`src/rtl/wgg_pkg.sv`:
```
// ----------------------------------------------------------------------------
// Waypoint go-to-goal controller package
// Shared widths, angle constants, register indexes and the CORDIC arctangent
// table.
// ----------------------------------------------------------------------------
`default_nettype none

package wgg_pkg;

    localparam int ANG_W      = 29;
    localparam int CRD_IN_W   = 34;
    localparam int CRD_W      = 45;
    localparam int SQ_IN_W    = 36;
    localparam int DIST_W     = 18;
    localparam int NORM_BIT   = 40;
    localparam int FAST_BIT   = 32;
    localparam int FAST_SHIFT = 8;

    localparam logic signed [ANG_W-1:0] ANG_PI    = 29'sd52707179;
    localparam logic signed [ANG_W-1:0] ANG_LIMIT = 29'sd79020687;
    localparam logic signed [18:0]      HEAD_SCALE = 19'sd13107;
    localparam logic signed [15:0]      TGT_Y_RST  = -16'sd819;

    localparam logic [1:0] REG_LIN_GAIN  = 2'd0;
    localparam logic [1:0] REG_HEAD_GAIN = 2'd1;
    localparam logic [1:0] REG_TOL       = 2'd2;
    localparam logic [1:0] REG_ACTIVE    = 2'd3;

    function automatic logic [23:0] atan_entry(input logic [4:0] idx);
        logic [23:0] v;
        case (idx)
            5'd0:    v = 24'd13176795;
            5'd1:    v = 24'd7778716;
            5'd2:    v = 24'd4110060;
            5'd3:    v = 24'd2086331;
            5'd4:    v = 24'd1047214;
            5'd5:    v = 24'd524117;
            5'd6:    v = 24'd262123;
            5'd7:    v = 24'd131069;
            5'd8:    v = 24'd65536;
            5'd9:    v = 24'd32768;
            5'd10:   v = 24'd16384;
            5'd11:   v = 24'd8192;
            5'd12:   v = 24'd4096;
            5'd13:   v = 24'd2048;
            5'd14:   v = 24'd1024;
            5'd15:   v = 24'd512;
            5'd16:   v = 24'd256;
            5'd17:   v = 24'd128;
            5'd18:   v = 24'd64;
            5'd19:   v = 24'd32;
            5'd20:   v = 24'd16;
            5'd21:   v = 24'd8;
            5'd22:   v = 24'd4;
            5'd23:   v = 24'd2;
            default: v = 24'd0;
        endcase
        return v;
    endfunction

endpackage

`default_nettype wire

```
`src/rtl/wgg_ram.sv`:
```
// ----------------------------------------------------------------------------
// Generic RAM
// One write port and one read port with registered read data.
// ----------------------------------------------------------------------------
`default_nettype none

module wgg_ram #(
    parameter int WIDTH = 32,
    parameter int DEPTH = 8
) (
    input  wire logic                     i_clk,
    input  wire logic                     i_we,
    input  wire logic [$clog2(DEPTH)-1:0] i_waddr,
    input  wire logic [WIDTH-1:0]         i_wdata,
    input  wire logic [$clog2(DEPTH)-1:0] i_raddr,
    output logic      [WIDTH-1:0]         o_rdata
);

    logic [WIDTH-1:0] r_mem [DEPTH];

    always_ff @(posedge i_clk) begin
        if (i_we) begin
            r_mem[i_waddr] <= i_wdata;
        end
        o_rdata <= r_mem[i_raddr];
    end

endmodule

`default_nettype wire

```
`src/rtl/wgg_cordic.sv`:
```
// ----------------------------------------------------------------------------
// Iterative CORDIC arctangent
// Quadrant fold, normalizing shifts and one rotation step per cycle.
// ----------------------------------------------------------------------------
`default_nettype none

module wgg_cordic #(
    parameter int STEPS = 16
) (
    input  wire logic                                  i_clk,
    input  wire logic                                  i_rst_n,
    input  wire logic                                  i_start,
    input  wire logic signed [wgg_pkg::CRD_IN_W-1:0]   i_y,
    input  wire logic signed [wgg_pkg::CRD_IN_W-1:0]   i_x,
    output logic                                       o_done,
    output logic signed [wgg_pkg::ANG_W-1:0]           o_angle
);

    import wgg_pkg::*;

    typedef enum logic [2:0] {
        C_IDLE = 3'b001,
        C_NORM = 3'b010,
        C_ROT  = 3'b100
    } t_cstate;

    t_cstate                    r_state;
    logic signed [CRD_W-1:0]    r_x, r_y;
    logic [4:0]                 r_i;
    logic signed [CRD_W-1:0]    x_ext, y_ext, sh_x, sh_y;
    logic [CRD_W-1:0]           mag_x, mag_y;
    logic                       big, fast;
    logic signed [ANG_W-1:0]    tab;

    assign x_ext = {{(CRD_W-CRD_IN_W){i_x[CRD_IN_W-1]}}, i_x};
    assign y_ext = {{(CRD_W-CRD_IN_W){i_y[CRD_IN_W-1]}}, i_y};
    assign mag_x = r_x[CRD_W-1] ? unsigned'(-r_x) : unsigned'(r_x);
    assign mag_y = r_y[CRD_W-1] ? unsigned'(-r_y) : unsigned'(r_y);
    assign big   = (|mag_x[CRD_W-1:NORM_BIT]) || (|mag_y[CRD_W-1:NORM_BIT]);
    assign fast  = !(|mag_x[CRD_W-1:FAST_BIT]) && !(|mag_y[CRD_W-1:FAST_BIT]);
    assign sh_x  = r_x >>> r_i;
    assign sh_y  = r_y >>> r_i;
    assign tab   = signed'(ANG_W'(atan_entry(r_i)));

    always_ff @(posedge i_clk) begin
        if (!i_rst_n) begin
            r_state <= C_IDLE;
            o_done  <= 1'b0;
        end else begin
            o_done <= ((r_state == C_IDLE) && i_start && (i_x == '0) && (i_y == '0))
                   || ((r_state == C_ROT) && (r_i == 5'(STEPS - 1)));
            case (r_state)
                C_IDLE: begin
                    if (i_start) begin
                        if (i_x == '0 && i_y == '0) begin
                            o_angle <= '0;
                        end else if (i_x[CRD_IN_W-1]) begin
                            o_angle <= i_y[CRD_IN_W-1] ? -ANG_PI : ANG_PI;
                            r_x     <= -x_ext;
                            r_y     <= -y_ext;
                            r_state <= C_NORM;
                        end else begin
                            o_angle <= '0;
                            r_x     <= x_ext;
                            r_y     <= y_ext;
                            r_state <= C_NORM;
                        end
                    end
                end
                C_NORM: begin
                    r_i <= '0;
                    if (big) begin
                        r_state <= C_ROT;
                    end else if (fast) begin
                        r_x <= r_x <<< FAST_SHIFT;
                        r_y <= r_y <<< FAST_SHIFT;
                    end else begin
                        r_x <= r_x <<< 1;
                        r_y <= r_y <<< 1;
                    end
                end
                C_ROT: begin
                    if (!r_y[CRD_W-1]) begin
                        r_x     <= r_x + sh_y;
                        r_y     <= r_y - sh_x;
                        o_angle <= o_angle + tab;
                    end else begin
                        r_x     <= r_x - sh_y;
                        r_y     <= r_y + sh_x;
                        o_angle <= o_angle - tab;
                    end
                    r_i <= r_i + 5'd1;
                    if (r_i == 5'(STEPS - 1)) begin
                        r_state <= C_IDLE;
                    end
                end
                default: r_state <= C_IDLE;
            endcase
        end
    end

endmodule

`default_nettype wire

```
`src/rtl/wgg_isqrt.sv`:
```
// ----------------------------------------------------------------------------
// Iterative integer square root
// One result bit per cycle, floor of the square root.
// ----------------------------------------------------------------------------
`default_nettype none

module wgg_isqrt (
    input  wire logic                            i_clk,
    input  wire logic                            i_rst_n,
    input  wire logic                            i_start,
    input  wire logic [wgg_pkg::SQ_IN_W-1:0]     i_value,
    output logic                                 o_done,
    output logic      [wgg_pkg::DIST_W-1:0]      o_root
);

    import wgg_pkg::*;

    logic                 r_busy;
    logic [SQ_IN_W-1:0]   r_v, r_res, r_bit;
    logic [SQ_IN_W-1:0]   trial, n_res;
    logic                 take;

    assign trial  = r_res + r_bit;
    assign take   = r_v >= trial;
    assign n_res  = take ? ((r_res >> 1) + r_bit) : (r_res >> 1);
    assign o_root = DIST_W'(r_res);

    always_ff @(posedge i_clk) begin
        if (!i_rst_n) begin
            r_busy <= 1'b0;
            o_done <= 1'b0;
        end else begin
            o_done <= !i_start && r_busy && r_bit[0];
            if (i_start) begin
                r_busy <= 1'b1;
                r_v    <= i_value;
                r_res  <= '0;
                r_bit  <= SQ_IN_W'(1) << (SQ_IN_W - 2);
            end else if (r_busy) begin
                if (take) begin
                    r_v <= r_v - trial;
                end
                r_res <= n_res;
                r_bit <= r_bit >> 2;
                if (r_bit[0]) begin
                    r_busy <= 1'b0;
                end
            end
        end
    end

endmodule

`default_nettype wire

```
`src/rtl/waypoint_go_to_goal_controller.sv`:
```
// ----------------------------------------------------------------------------
// Waypoint go-to-goal controller
// Turns a pose into forward and turn commands toward the current waypoint.
// ----------------------------------------------------------------------------
// Channel    Direction  Handshake                 Content
// s_axis     in         tvalid/tready             pose or table entry item
// m_axis     out        tvalid/tready             command item
// apb        in         psel/penable/pready       gains, tolerance, slot count
//
// A pose item runs six multiplies on one shared multiplier, two CORDIC passes with
// their normalizing shifts, the square root running beside the second pass,
// then three multiplies, or one multiply and a table reload on arrival. A zero
// vector ends its CORDIC pass at once. A table entry item writes the table from
// the idle state and gives no result. The next item is taken while a result
// still waits on m_axis, and a pose then holds until it is read.
// Reset is synchronous and marks every table slot as holding its reset value.
// ----------------------------------------------------------------------------
`default_nettype none

module waypoint_go_to_goal_controller #(
    parameter int TABLE_DEPTH  = 8,
    parameter int CORDIC_STEPS = 16
) (
    input  wire logic         i_clk,
    input  wire logic         i_rst_n,
    input  wire logic         s_axis_tvalid,
    output logic              s_axis_tready,
    // pos_x, pos_y, quat_x, quat_y, quat_z, quat_w, entry_index, entry_x, entry_y
    input  wire logic [135:0] s_axis_tdata,
    // mode
    input  wire logic [0:0]   s_axis_tuser,
    output logic              m_axis_tvalid,
    input  wire logic         m_axis_tready,
    // linear_cmd, angular_cmd, reached, target_slot
    output logic [39:0]       m_axis_tdata,
    input  wire logic         psel,
    input  wire logic         penable,
    input  wire logic         pwrite,
    input  wire logic [3:0]   paddr,
    input  wire logic [31:0]  pwdata,
    output logic [31:0]       prdata,
    output logic              pready
);

    import wgg_pkg::*;

    localparam int SLOT_W = $clog2(TABLE_DEPTH);

    typedef enum logic [9:0] {
        S_IDLE = 10'b0000000001,
        S_PROD = 10'b0000000010,
        S_CRD1 = 10'b0000000100,
        S_CRD2 = 10'b0000001000,
        S_HERR = 10'b0000010000,
        S_AMUL = 10'b0000100000,
        S_LMUL = 10'b0001000000,
        S_LSAT = 10'b0010000000,
        S_LOAD = 10'b0100000000,
        S_FIN  = 10'b1000000000
    } t_state;

    t_state                   r_state;
    logic                     r_tgt;
    logic [15:0]              r_lin_gain, r_head_gain;
    logic [14:0]              r_tol;
    logic [3:0]               r_active;
    logic signed [15:0]       r_px, r_py, r_qx, r_qy, r_qz, r_qw, r_tx, r_ty;
    logic [SLOT_W-1:0]        r_slot;
    logic [TABLE_DEPTH-1:0]   r_valid;
    logic [2:0]               r_k;
    logic signed [47:0]       r_prod;
    logic signed [32:0]       r_acc_a, r_acc_b;
    logic [SQ_IN_W-1:0]       r_ssq;
    logic signed [ANG_W-1:0]  r_yaw, r_d;
    logic signed [15:0]       r_ang;
    logic [14:0]              r_lin;
    logic                     r_reached;
    logic                     r_crd_start, r_crd_ok, r_sq_ok;
    logic                     r_out_valid;
    logic [39:0]              r_out_data;

    logic                     in_acc, cfg_wr;
    logic signed [16:0]       dx, dy;
    logic signed [28:0]       mul_a;
    logic signed [18:0]       mul_b;
    logic signed [47:0]       product;
    logic signed [CRD_IN_W-1:0] crd_y, crd_x;
    logic                     crd_done, sq_done;
    logic signed [ANG_W-1:0]  crd_angle, d_now, e_now;
    logic [DIST_W-1:0]        dist_val;
    logic                     d_big;
    logic [6:0]               nxt_wide;
    logic [SLOT_W-1:0]        nxt_slot;
    logic [31:0]              ram_rdata;
    logic signed [21:0]       ang_sh;
    logic [33:0]              lin_sh;
    logic                     tab_we;

    assign in_acc        = s_axis_tvalid && s_axis_tready;
    assign s_axis_tready = (r_state == S_IDLE);
    assign cfg_wr        = psel && penable && pwrite && pready;
    assign pready        = 1'b1;
    assign m_axis_tvalid = r_out_valid;
    assign m_axis_tdata  = r_out_data;

    always_comb begin
        case (paddr[3:2])
            REG_LIN_GAIN:  prdata = {16'd0, r_lin_gain};
            REG_HEAD_GAIN: prdata = {16'd0, r_head_gain};
            REG_TOL:       prdata = {17'd0, r_tol};
            REG_ACTIVE:    prdata = {28'd0, r_active};
            default:       prdata = '0;
        endcase
    end

    assign dx = {r_tx[15], r_tx} - {r_px[15], r_px};
    assign dy = {r_ty[15], r_ty} - {r_py[15], r_py};

    always_comb begin
        mul_a = '0;
        mul_b = '0;
        case (r_state)
            S_PROD: begin
                case (r_k)
                    3'd0: begin mul_a = 29'(r_qx); mul_b = 19'(r_qy); end
                    3'd1: begin mul_a = 29'(r_qw); mul_b = 19'(r_qz); end
                    3'd2: begin mul_a = 29'(r_qy); mul_b = 19'(r_qy); end
                    3'd3: begin mul_a = 29'(r_qz); mul_b = 19'(r_qz); end
                    3'd4: begin mul_a = 29'(dx);   mul_b = 19'(dx);   end
                    3'd5: begin mul_a = 29'(dy);   mul_b = 19'(dy);   end
                    default: begin mul_a = '0; mul_b = '0; end
                endcase
            end
            S_HERR: begin
                mul_a = d_now;
                mul_b = HEAD_SCALE;
            end
            S_AMUL: begin
                mul_a = e_now;
                mul_b = signed'({3'd0, r_head_gain});
            end
            S_LMUL: begin
                mul_a = signed'({11'd0, dist_val});
                mul_b = signed'({3'd0, r_lin_gain});
            end
            default: begin
                mul_a = '0;
                mul_b = '0;
            end
        endcase
    end

    assign product = 48'(mul_a) * 48'(mul_b);

    assign crd_y = (r_state == S_CRD1) ? signed'({r_acc_a, 1'b0}) : CRD_IN_W'(dx);
    assign crd_x = (r_state == S_CRD1)
                 ? (signed'(CRD_IN_W'(1) << 28) - signed'({r_acc_b, 1'b0}))
                 : CRD_IN_W'(dy);

    wgg_cordic #(
        .STEPS (CORDIC_STEPS)
    ) u_cordic (
        .i_clk   (i_clk),
        .i_rst_n (i_rst_n),
        .i_start (r_crd_start),
        .i_y     (crd_y),
        .i_x     (crd_x),
        .o_done  (crd_done),
        .o_angle (crd_angle)
    );

    wgg_isqrt u_isqrt (
        .i_clk   (i_clk),
        .i_rst_n (i_rst_n),
        .i_start (r_crd_start && (r_state == S_CRD2)),
        .i_value (r_ssq),
        .o_done  (sq_done),
        .o_root  (dist_val)
    );

    assign d_now = -crd_angle - r_yaw;
    assign d_big = (r_d > ANG_LIMIT) || (r_d < -ANG_LIMIT);
    assign e_now = d_big ? ANG_W'(r_prod >>> 16) : -r_d;

    assign nxt_wide = 7'(r_slot) + 7'd1;
    assign nxt_slot = ((nxt_wide >= 7'(r_active)) || (32'(nxt_wide) >= TABLE_DEPTH))
                    ? '0 : SLOT_W'(nxt_wide);

    assign tab_we = in_acc && s_axis_tuser[0] && (32'(s_axis_tdata[98:96]) < TABLE_DEPTH);

    wgg_ram #(
        .WIDTH (32),
        .DEPTH (TABLE_DEPTH)
    ) u_table (
        .i_clk   (i_clk),
        .i_we    (tab_we),
        .i_waddr (SLOT_W'(s_axis_tdata[98:96])),
        .i_wdata (s_axis_tdata[130:99]),
        .i_raddr (nxt_slot),
        .o_rdata (ram_rdata)
    );

    assign ang_sh = 22'(r_prod >>> 26);
    assign lin_sh = 34'(r_prod >>> 14);

    always_ff @(posedge i_clk) begin
        if (!i_rst_n) begin
            r_state     <= S_IDLE;
            r_lin_gain  <= 16'd4915;
            r_head_gain <= 16'd11469;
            r_tol       <= 15'd102;
            r_active    <= 4'd8;
            r_tx        <= '0;
            r_ty        <= TGT_Y_RST;
            r_slot      <= '0;
            r_valid     <= '0;
            r_crd_start <= 1'b0;
            r_crd_ok    <= 1'b0;
            r_sq_ok     <= 1'b0;
            r_tgt       <= 1'b0;
            r_out_valid <= 1'b0;
        end else begin
            r_crd_start <= ((r_state == S_PROD) && (r_k == 3'd6))
                        || ((r_state == S_CRD1) && crd_done);
            r_prod      <= product;
            if (cfg_wr) begin
                case (paddr[3:2])
                    REG_LIN_GAIN:  r_lin_gain  <= pwdata[15:0];
                    REG_HEAD_GAIN: r_head_gain <= pwdata[15:0];
                    REG_TOL:       r_tol       <= pwdata[14:0];
                    REG_ACTIVE:    r_active    <= pwdata[3:0];
                    default:       r_active    <= r_active;
                endcase
            end
            if (r_out_valid && m_axis_tready && (r_state != S_FIN)) begin
                r_out_valid <= 1'b0;
            end
            case (r_state)
                S_IDLE: begin
                    if (in_acc) begin
                        if (tab_we) begin
                            r_valid[SLOT_W'(s_axis_tdata[98:96])] <= 1'b1;
                        end
                        if (!s_axis_tuser[0]) begin
                            r_px    <= s_axis_tdata[15:0];
                            r_py    <= s_axis_tdata[31:16];
                            r_qx    <= s_axis_tdata[47:32];
                            r_qy    <= s_axis_tdata[63:48];
                            r_qz    <= s_axis_tdata[79:64];
                            r_qw    <= s_axis_tdata[95:80];
                            r_k     <= '0;
                            r_state <= S_PROD;
                        end
                    end
                end
                S_PROD: begin
                    r_k <= r_k + 3'd1;
                    case (r_k)
                        3'd1: r_acc_a <= 33'(r_prod);
                        3'd2: r_acc_a <= r_acc_a + 33'(r_prod);
                        3'd3: r_acc_b <= 33'(r_prod);
                        3'd4: r_acc_b <= r_acc_b + 33'(r_prod);
                        3'd5: r_ssq   <= SQ_IN_W'(r_prod);
                        3'd6: begin
                            r_ssq   <= r_ssq + SQ_IN_W'(r_prod);
                            r_state <= S_CRD1;
                        end
                        default: ;
                    endcase
                end
                S_CRD1: begin
                    if (crd_done) begin
                        r_yaw    <= crd_angle;
                        r_crd_ok <= 1'b0;
                        r_sq_ok  <= 1'b0;
                        r_state  <= S_CRD2;
                    end
                end
                S_CRD2: begin
                    if (crd_done && !r_crd_start) begin
                        r_crd_ok <= 1'b1;
                    end
                    if (sq_done) begin
                        r_sq_ok <= 1'b1;
                    end
                    if (r_crd_ok && r_sq_ok) begin
                        r_state <= S_HERR;
                    end
                end
                S_HERR: begin
                    r_d <= d_now;
                    if (32'(dist_val) < 32'(r_tol)) begin
                        r_slot    <= nxt_slot;
                        r_lin     <= '0;
                        r_ang     <= '0;
                        r_reached <= 1'b1;
                        r_tgt     <= 1'b1;
                        r_state   <= S_LOAD;
                    end else begin
                        r_reached <= 1'b0;
                        r_state   <= S_AMUL;
                    end
                end
                S_AMUL: r_state <= S_LMUL;
                S_LMUL: begin
                    if (ang_sh > 22'sd32767) begin
                        r_ang <= 16'sd32767;
                    end else if (ang_sh < -22'sd32768) begin
                        r_ang <= -16'sd32768;
                    end else begin
                        r_ang <= 16'(ang_sh);
                    end
                    r_state <= S_LSAT;
                end
                S_LSAT: begin
                    r_lin   <= (lin_sh > 34'd32767) ? 15'd32767 : 15'(lin_sh);
                    r_state <= S_FIN;
                end
                S_LOAD: begin
                    r_tgt <= 1'b0;
                    if (r_valid[r_slot]) begin
                        r_tx <= ram_rdata[15:0];
                        r_ty <= ram_rdata[31:16];
                    end else begin
                        r_tx <= '0;
                        r_ty <= TGT_Y_RST;
                    end
                    r_state <= S_FIN;
                end
                S_FIN: begin
                    if (!r_out_valid || m_axis_tready) begin
                        r_out_valid <= 1'b1;
                        r_out_data  <= {5'd0, 3'(r_slot), r_reached, r_ang, r_lin};
                        r_state     <= S_IDLE;
                    end
                end
                default: r_state <= S_IDLE;
            endcase
        end
    end

`ifndef SYNTHESIS
    a_pose_blocks_input: assert property (@(posedge i_clk) disable iff (!i_rst_n)
        (in_acc && !s_axis_tuser[0]) |=> !s_axis_tready)
        else $error("input taken while a pose item is in progress");

    a_reached_zero_cmds: assert property (@(posedge i_clk) disable iff (!i_rst_n)
        (m_axis_tvalid && m_axis_tdata[31]) |-> (m_axis_tdata[30:0] == 31'd0))
        else $error("arrival result carries nonzero commands");

    a_entry_no_result: assert property (@(posedge i_clk) disable iff (!i_rst_n)
        (in_acc && s_axis_tuser[0]) |=> !$rose(m_axis_tvalid))
        else $error("table entry item produced a result");

    a_load_after_arrival: assert property (@(posedge i_clk) disable iff (!i_rst_n)
        (r_state == S_LOAD) |-> (r_tgt && r_reached))
        else $error("target reload without arrival");
`endif

endmodule

`default_nettype wire

```
`config.mk`:
```
export PLATFORM = sky130hd
export DESIGN_NAME = waypoint_go_to_goal_controller
export DESIGN_NICKNAME = d
export VERILOG_FILES = /design/src/rtl/wgg_pkg.sv /design/src/rtl/wgg_ram.sv /design/src/rtl/wgg_cordic.sv /design/src/rtl/wgg_isqrt.sv /design/src/rtl/waypoint_go_to_goal_controller.sv
export SDC_FILE = /design/constraint.sdc
export NUM_CORES = 2
export LEC_CHECK = 0
export BUFFER_PORTS_ARGS = -buffer_cell sky130_fd_sc_hd__clkbuf_2
export CAP_MARGIN = 20
export CELL_PAD_IN_SITES_DETAIL_PLACEMENT = 0
export CELL_PAD_IN_SITES_GLOBAL_PLACEMENT = 1
export CORE_MARGIN = 2
export CORE_UTILIZATION = 51
export DETAILED_ROUTE_END_ITERATION = 6
export PLACE_DENSITY = 0.9
export SETUP_SLACK_MARGIN = 0.3
export SLEW_MARGIN = 20
export SYNTH_ARGS = -nofsm -noshare
export SYNTH_HDL_FRONTEND = slang
export SYNTH_SLANG_ARGS = --single-unit
```
`constraint.sdc`:
```
create_clock -name i_clk -period 14.2 [get_ports i_clk]
set_input_delay 2.13 -clock i_clk [delete_from_list [all_inputs] [get_ports i_clk]]
set_output_delay 2.13 -clock i_clk [all_outputs]
set_load 0.02 [all_outputs]
```
# --- Word level (Yosys, flattened, before mapping) ---
# Memories as Yosys holds them, arrays and structs flattened. A register that Yosys moved wholly into a read port is not among the register bits.
# Cells that the tools add are included.
classes:
  addsub: 25
  n_mul: 1
  n_lt_le_gt_ge: 12
  n_eq_ne: 38
  shifts: 2
  muxes: 85
  bitwise_logic: 2
  n_reduce_logical: 79
ops:
  columns: ["op", "count"]
  rows:
  - ["2-to-1 mux 45 bit", 14]
  - ["case mux 45 bit (3 select lines)", 2]
  - ["2-to-1 mux 36 bit", 5]
  - ["2-to-1 mux 29 bit", 6]
  - ["case mux 29 bit (6 select lines)", 1]
  - ["case mux 19 bit (4 select lines)", 2]
  - ["case mux 33 bit (2 select lines)", 2]
  - ["case mux 32 bit (4 select lines)", 1]
  - ["case mux 29 bit (4 select lines)", 1]
  - ["adder 45 bit", 2]
  - ["negator 34 -> 45 bit", 2]
  - ["negator 45 bit", 2]
  - ["case mux 10 bit (9 select lines)", 1]
  - [">>> shifter 45 x 5 -> 45 bit", 2]
  - ["subtractor 45 bit", 2]
  - ["2-to-1 mux 16 bit", 5]
  - ["case mux 36 bit (2 select lines)", 1]
  - ["logical NOT 34 bit", 2]
  - ["2-to-1 mux 34 bit", 2]
  - ["adder 33 bit", 2]
  - ["2-to-1 mux 10 bit", 6]
  - ["negator 29 bit", 2]
  - ["case mux 29 bit (2 select lines)", 1]
  - ["multiplier 29 x 19 -> 48 bit", 1]
  - ["other kinds (73)", 177]
totals:
  reg_bits: 702
  mem_bits_rw: 256
  romBits: 768
  input_bits: 180
  out_inout_bits: 75
  word_cells: 287
  n_memories: 2
memory_table:
  columns: ["name", "words", "word_bits", "rd", "rd_ports_with_merged_regs", "wr", "line", "rtl"]
  rows:
  - ["(name not given)", 32, 24, 1, 1, 0, "wgg_pkg.sv:31", "case (idx)"]
  - ["u_table.r_mem", 8, 32, 1, 1, 1, "wgg_ram.sv:19", "logic [WIDTH-1:0] r_mem [DEPTH];"]

# --- Logic depth before layout (Yosys ltp) ---
depth:
  word_depth: 8
  mapped_depth: 42
  mapped_depth_nobuf: 41

# --- Modules after synthesis ---
# A second synthesis with hierarchy kept.
hier_totals:
  hier_cells: 9522
  hier_area_um2: 92476.2
modules_own_cells:
  columns: ["module", "instances", "cells_per_inst", "area_per_inst_um2", "seq_area_each_um2"]
  rows:
  - ["waypoint_go_to_goal_controller", 1, 5248, 49018.3, 13392.8]
  - ["wgg_cordic", 1, 2951, 24767.5, 4284.1]
  - ["wgg_ram", 1, 415, 10466.3, 8328.0]
  - ["wgg_isqrt", 1, 908, 8224.1, 2742.6]

# --- Worst setup path before layout ---
# No wires, ideal clock.
synth_path:
  kind: "register to register"
  from: "register r_d[2]"
  to: "register r_prod[44], data pin"
  arrival_ns: 10.171
  t_required_ns: 13.942
  path_slack_ns: 3.770
  stages_incl_launch_ff: 39
  synth_period_minus_slack_ns: 10.430
  cell_sequence: "edfxtp_1 or4_1 a41o_1 a21oi_1 o21bai_1 a21o_1 a211oi_1 o31a_1 clkbuf_1 clkbuf_1 nor2_1 a21oi_1 nor2_1 a2111oi_0 nor2_1 fa_1 fa_1 inv_1 [3 not listed] fa_1 fa_1 inv_1 fa_1 inv_1 ha_1 a21o_1 nand2_1 nand2_1 a221oi_1 nor4b_1 o32ai_1 a221o_1 a311o_1 a31o_2 a21o_1 a21oi_1 xnor2_1"
synth_between:
  elab_chain_cells: 5
  word_cells_on_any_way: 7
  cone_classes: "add/sub (1); mul (1); order compare (2); mux (2); reduce/logical (1)"
synth_lines:
  columns: ["item", "line", "rtl"]
  rows:
  - ["start, declared", "waypoint_go_to_goal_controller.sv:74", "logic signed [ANG_W-1:0] r_yaw, r_d;"]
  - ["start signal, assigned", "waypoint_go_to_goal_controller.sv:291", "r_d <= d_now;"]
  - ["greater-than comparator 29 x 28 -> 1 bit / < comparator 29 x 28 -> 1 bit (equally long branches)", "waypoint_go_to_goal_controller.sv:182", "assign d_big = (r_d > ANG_LIMIT) || (r_d < -ANG_LIMIT);"]
  - ["logical OR 1 bit", "waypoint_go_to_goal_controller.sv:182", null]
  - ["2-to-1 mux 29 bit *", "waypoint_go_to_goal_controller.sv:183", "assign e_now = d_big ? ANG_W'(r_prod >>> 16) : -r_d;"]
  - ["case mux 29 bit (4 select lines) *", "waypoint_go_to_goal_controller.sv:122", "case (r_state)"]
  - ["multiplier 29 x 19 -> 48 bit *", "waypoint_go_to_goal_controller.sv:153", "assign product = 48'(mul_a) * 48'(mul_b);"]
  - ["net product[44]", "waypoint_go_to_goal_controller.sv:86", "logic signed [47:0] product;"]
  - ["end signal, assigned", "waypoint_go_to_goal_controller.sv:225", "r_prod <= product;"]
  - ["end, declared", "waypoint_go_to_goal_controller.sv:71", "logic signed [47:0] r_prod;"]
# Mark *: on every way through the listed nets, which the timed path passes. The rest lies on a longest branch.
# A chain may end at the register's enable or synchronous reset.

# --- Worst setup path after layout ---
layout_path:
  from: "register r_tx[0]"
  to: "register r_prod[44], data pin"
layout_between:
  elab_chain_cells: 4
  word_cells_on_any_way: 6
  cone_classes: "add/sub (1); mul (1); mux (4)"
layout_lines:
  columns: ["item", "line", "rtl"]
  rows:
  - ["start, declared", "waypoint_go_to_goal_controller.sv:67", "logic signed [15:0] r_px, r_py, r_qx, r_qy, r_qz, r_qw, r_tx, r_ty;"]
  - ["start signal, assigned", "waypoint_go_to_goal_controller.sv:322", "r_tx <= ram_rdata[15:0];"]
  - ["subtractor 16 x 16 -> 17 bit *", "waypoint_go_to_goal_controller.sv:116", "assign dx = {r_tx[15], r_tx} - {r_px[15], r_px};"]
  - ["case mux 29 bit (6 select lines) / case mux 19 bit (4 select lines) (equally long branches)", "waypoint_go_to_goal_controller.sv:124", "case (r_k)"]
  - ["case mux 29 bit (4 select lines) / case mux 19 bit (4 select lines) (equally long branches)", "waypoint_go_to_goal_controller.sv:122", null]
  - ["multiplier 29 x 19 -> 48 bit *", "waypoint_go_to_goal_controller.sv:153", null]
  - ["net product[44]", "waypoint_go_to_goal_controller.sv:86", null]
# Marks and branches as above.

==> impl_metrics.yaml <==
status:
  status: "completed"
critical_path:
  reg2reg_to: "r_prod[44]"
  max_stage_delay_ns: 0.77
  crit_type: "flip-flop to flip-flop"
  critPathCaptureType: "flip-flop"
  r2r_slack_ns: 1.07
  cp_data_arrival_time_ns: 13.63
  critPathMostFrequentCell: "fa_1"
  cp.required_ns: 14.71
  r2r_start: "r_tx[0]"
  critPathMaxFanout: 10
  slowest_stage: "nor4b_1"
  crit_path_start_kind: "flip-flop"
  r2r_cells: 42
logic_synthesis:
  synth-async-reset-ratio: 0
  synthesis.area_um2: 89600
  synth-edff-count: 844
  yosysSeqAreaShare: 0.321
  yosys_warnings: 0
  syn_inst: 9218
  netlist-cell-type-count: 96
  syn_area_per_cell_um2: 9.72
  ys.flop_type: "edfxtp_1"
  synth-seq-cells: 1014
timing:
  tns_ns: 0
  period_needed_ns: 13.13
  worst_pin_slew_ns: 1.23
  setup-violations-final: 0
  post-route-period-util: 0.924
  fin_hold_ws_ns: 0.418
  max_freq_ghz: 0.0762
  hold_viol: 0
  fin_skew_ns: 0.0895
  layout_setup_ws_ns: 1.07
  rsz0062_at_grt: "false"
  slew_headroom: 0.178
  slew_violations: 0
layout:
  seqCellArea_um2: 28700
  syn2layout_area_growth_pct: 8.61
  mostFrequentLayoutCell: "nand2_1"
  design_area_um2: 97300
  final_cell_mix: "nand2_1 (988), edfxtp_1 (844), inv_1 (822)"
  fillers: 15200
  multi_input_area_um2: 56300
  final_cells: 11700
  final_util: 0.558
  nNetsFinal: 10600
  drive_above_1_share: 0.101
detailed_routing:
  drc: 0
  first_iter_violations: 8002
  vias_per_cell: 6.29
  drtPass1Iterations: 7
  wl_um: 301000
  wl_per_cell_um: 25.7
  ant_nets: 0
  vias: 73700
power_and_ir_drop:
  irDropWorstVdd_mv: 0.157
  powerDensity_nw_per_um2: 74.5
  power_mw: 7.24
  p_leak_nw: 40.6
cts:
  ctsResizeCount: 0
  numCtsBuffers: 111
  cts_root_buf: "clkbuf_16"
  clk_pin_slew_ns: 0.06
  cts_buffer_depth: 3
  cts_max_level: 3
  clk_latency_ns: 0.81
  clkSinkCount: 1014
  cts_tree: "done"
  ctsHoldBuffers: 0
  cts_setup_buffers: 0
placed_design:
  gp_congestion: 1.08
  dpl.cell_count: 11500
  post-dp-hpwl_um: 225000
  placed_cell_area_um2: 93400
  port_buffers: 209
  pre_cts_ws_ns: 1.57
floorplanning:
  die_h_um: 423
  floorplan.initialDensity: 0.514
  io_pins: 255
  die_area_um2: 179000
  die_w_um: 423
  row_count: 153
  coreArea_um2: 174000
global_route:
  grt_max_degree: 105
  track_usage: 0.330
  overflow: 0
  grt_antenna_before_repair: 10
  grt_pass1_wl_um: 449000
  first_global_vias: 71700
flow_run:
  maxCapViolCount: 0
hold_path:
  min_to: "m_axis_tdata[9]"
  hold_start: "r_lin[9]"
  hold_path_depth: 0
  hold_path.class: "flip-flop to flip-flop"
-- registers in the layout (all words and copies together) (netlist names), 29 cells and up --
register	count
u_table.r_mem	256
r_prod	48
u_cordic.r_x	45
u_cordic.r_y	45
r_ssq	36
u_isqrt.r_res	36
u_isqrt.r_v	36
m_axis_tdata	35
r_acc_a	33
r_acc_b	33
u_table.o_rdata	32
r_d	29
r_yaw	29
u_cordic.o_angle	29
-- metal layers --
metal,track usage,vias to the layer above,part of all wire
met5,0,-,0.00045
met3,0.0664,759,0.094
met1,0.425,36200,0.38
met2,0.514,3758,0.45
met4,0.196,12,0.070
li1,-,32900,-
-- synth_stat cells, drive strengths merged, types with 182 or more instances --
library cell,instances,area share
o21ai,546,0.031
a21oi,503,0.028
xnor2,323,0.032
xor2,250,0.024
fa,547,0.12
mux4,182,0.046
ha,549,0.077
clkbuf,347,0.015
nand2,992,0.042
a21o,188,0.016
edfxtp,844,0.28
inv,826,0.035
nor2,687,0.029
-- worst max-delay path, delay by kind of cell, from the launching register on --
kind	cells	cell delay [ns]
compound gates	14	4.60
xor+xnor	1	0.08
fa+ha+maj	10	4.38
buf+inv	8	0.61
flops	1	0.32
simple gates	9	2.80
-- how the worst max path moves through the flow --
stage	slack, ns	to	startpoint	cells past startpoint
CTS	1.48	r_prod[44]	r_tx[0]	42
detailed placement	1.57	r_prod[44]	r_tx[0]	42
global placement	1.64	r_prod[44]	r_tx[0]	42
global route	0.72	r_prod[47]	r_tx[0]	42
floorplan	3.77	r_prod[44]	r_d[2]	38
finish	1.07	r_prod[44]	r_tx[0]	42
-- layout make-up --
type                    instances  share of cell area
clock buffers                 143              0.0314
repair buffers                384              0.0244
flip-flops and latches       1014               0.296
multi-input cells            6951               0.579
clock inverters                66             0.00805
well taps                    2325              0.0299
diodes                          4            0.000103
inverters                     829              0.0320
-- logic make-up (layout without fill, tap and decap cells) --
| logic type | Yosys count | in the layout | synth area share |
|---|---|---|---|
| and+or+nand+nor | 2659 | 2659 | 0.138 |
| AOI/OAI and AO/OA | 2154 | 2154 | 0.154 |
| buffers and inverters | 1273 | 1422 | 0.0548 |
| adders and majority gates | 1096 | 1096 | 0.199 |
| DFF | 1014 | 1014 | 0.321 |
| xor gates and xnor gates | 573 | 573 | 0.0560 |
| muxes | 447 | 447 | 0.0766 |
| other | 2 | 26 | 0.0000839 |
-- power breakdown --
part / switching, mW / internal, mW
clock network: 1.34 / 1.71
registers: 0.0482 / 3.29
logic: 0.584 / 0.270
Note: power is estimated with default switching activity, not from simulation.
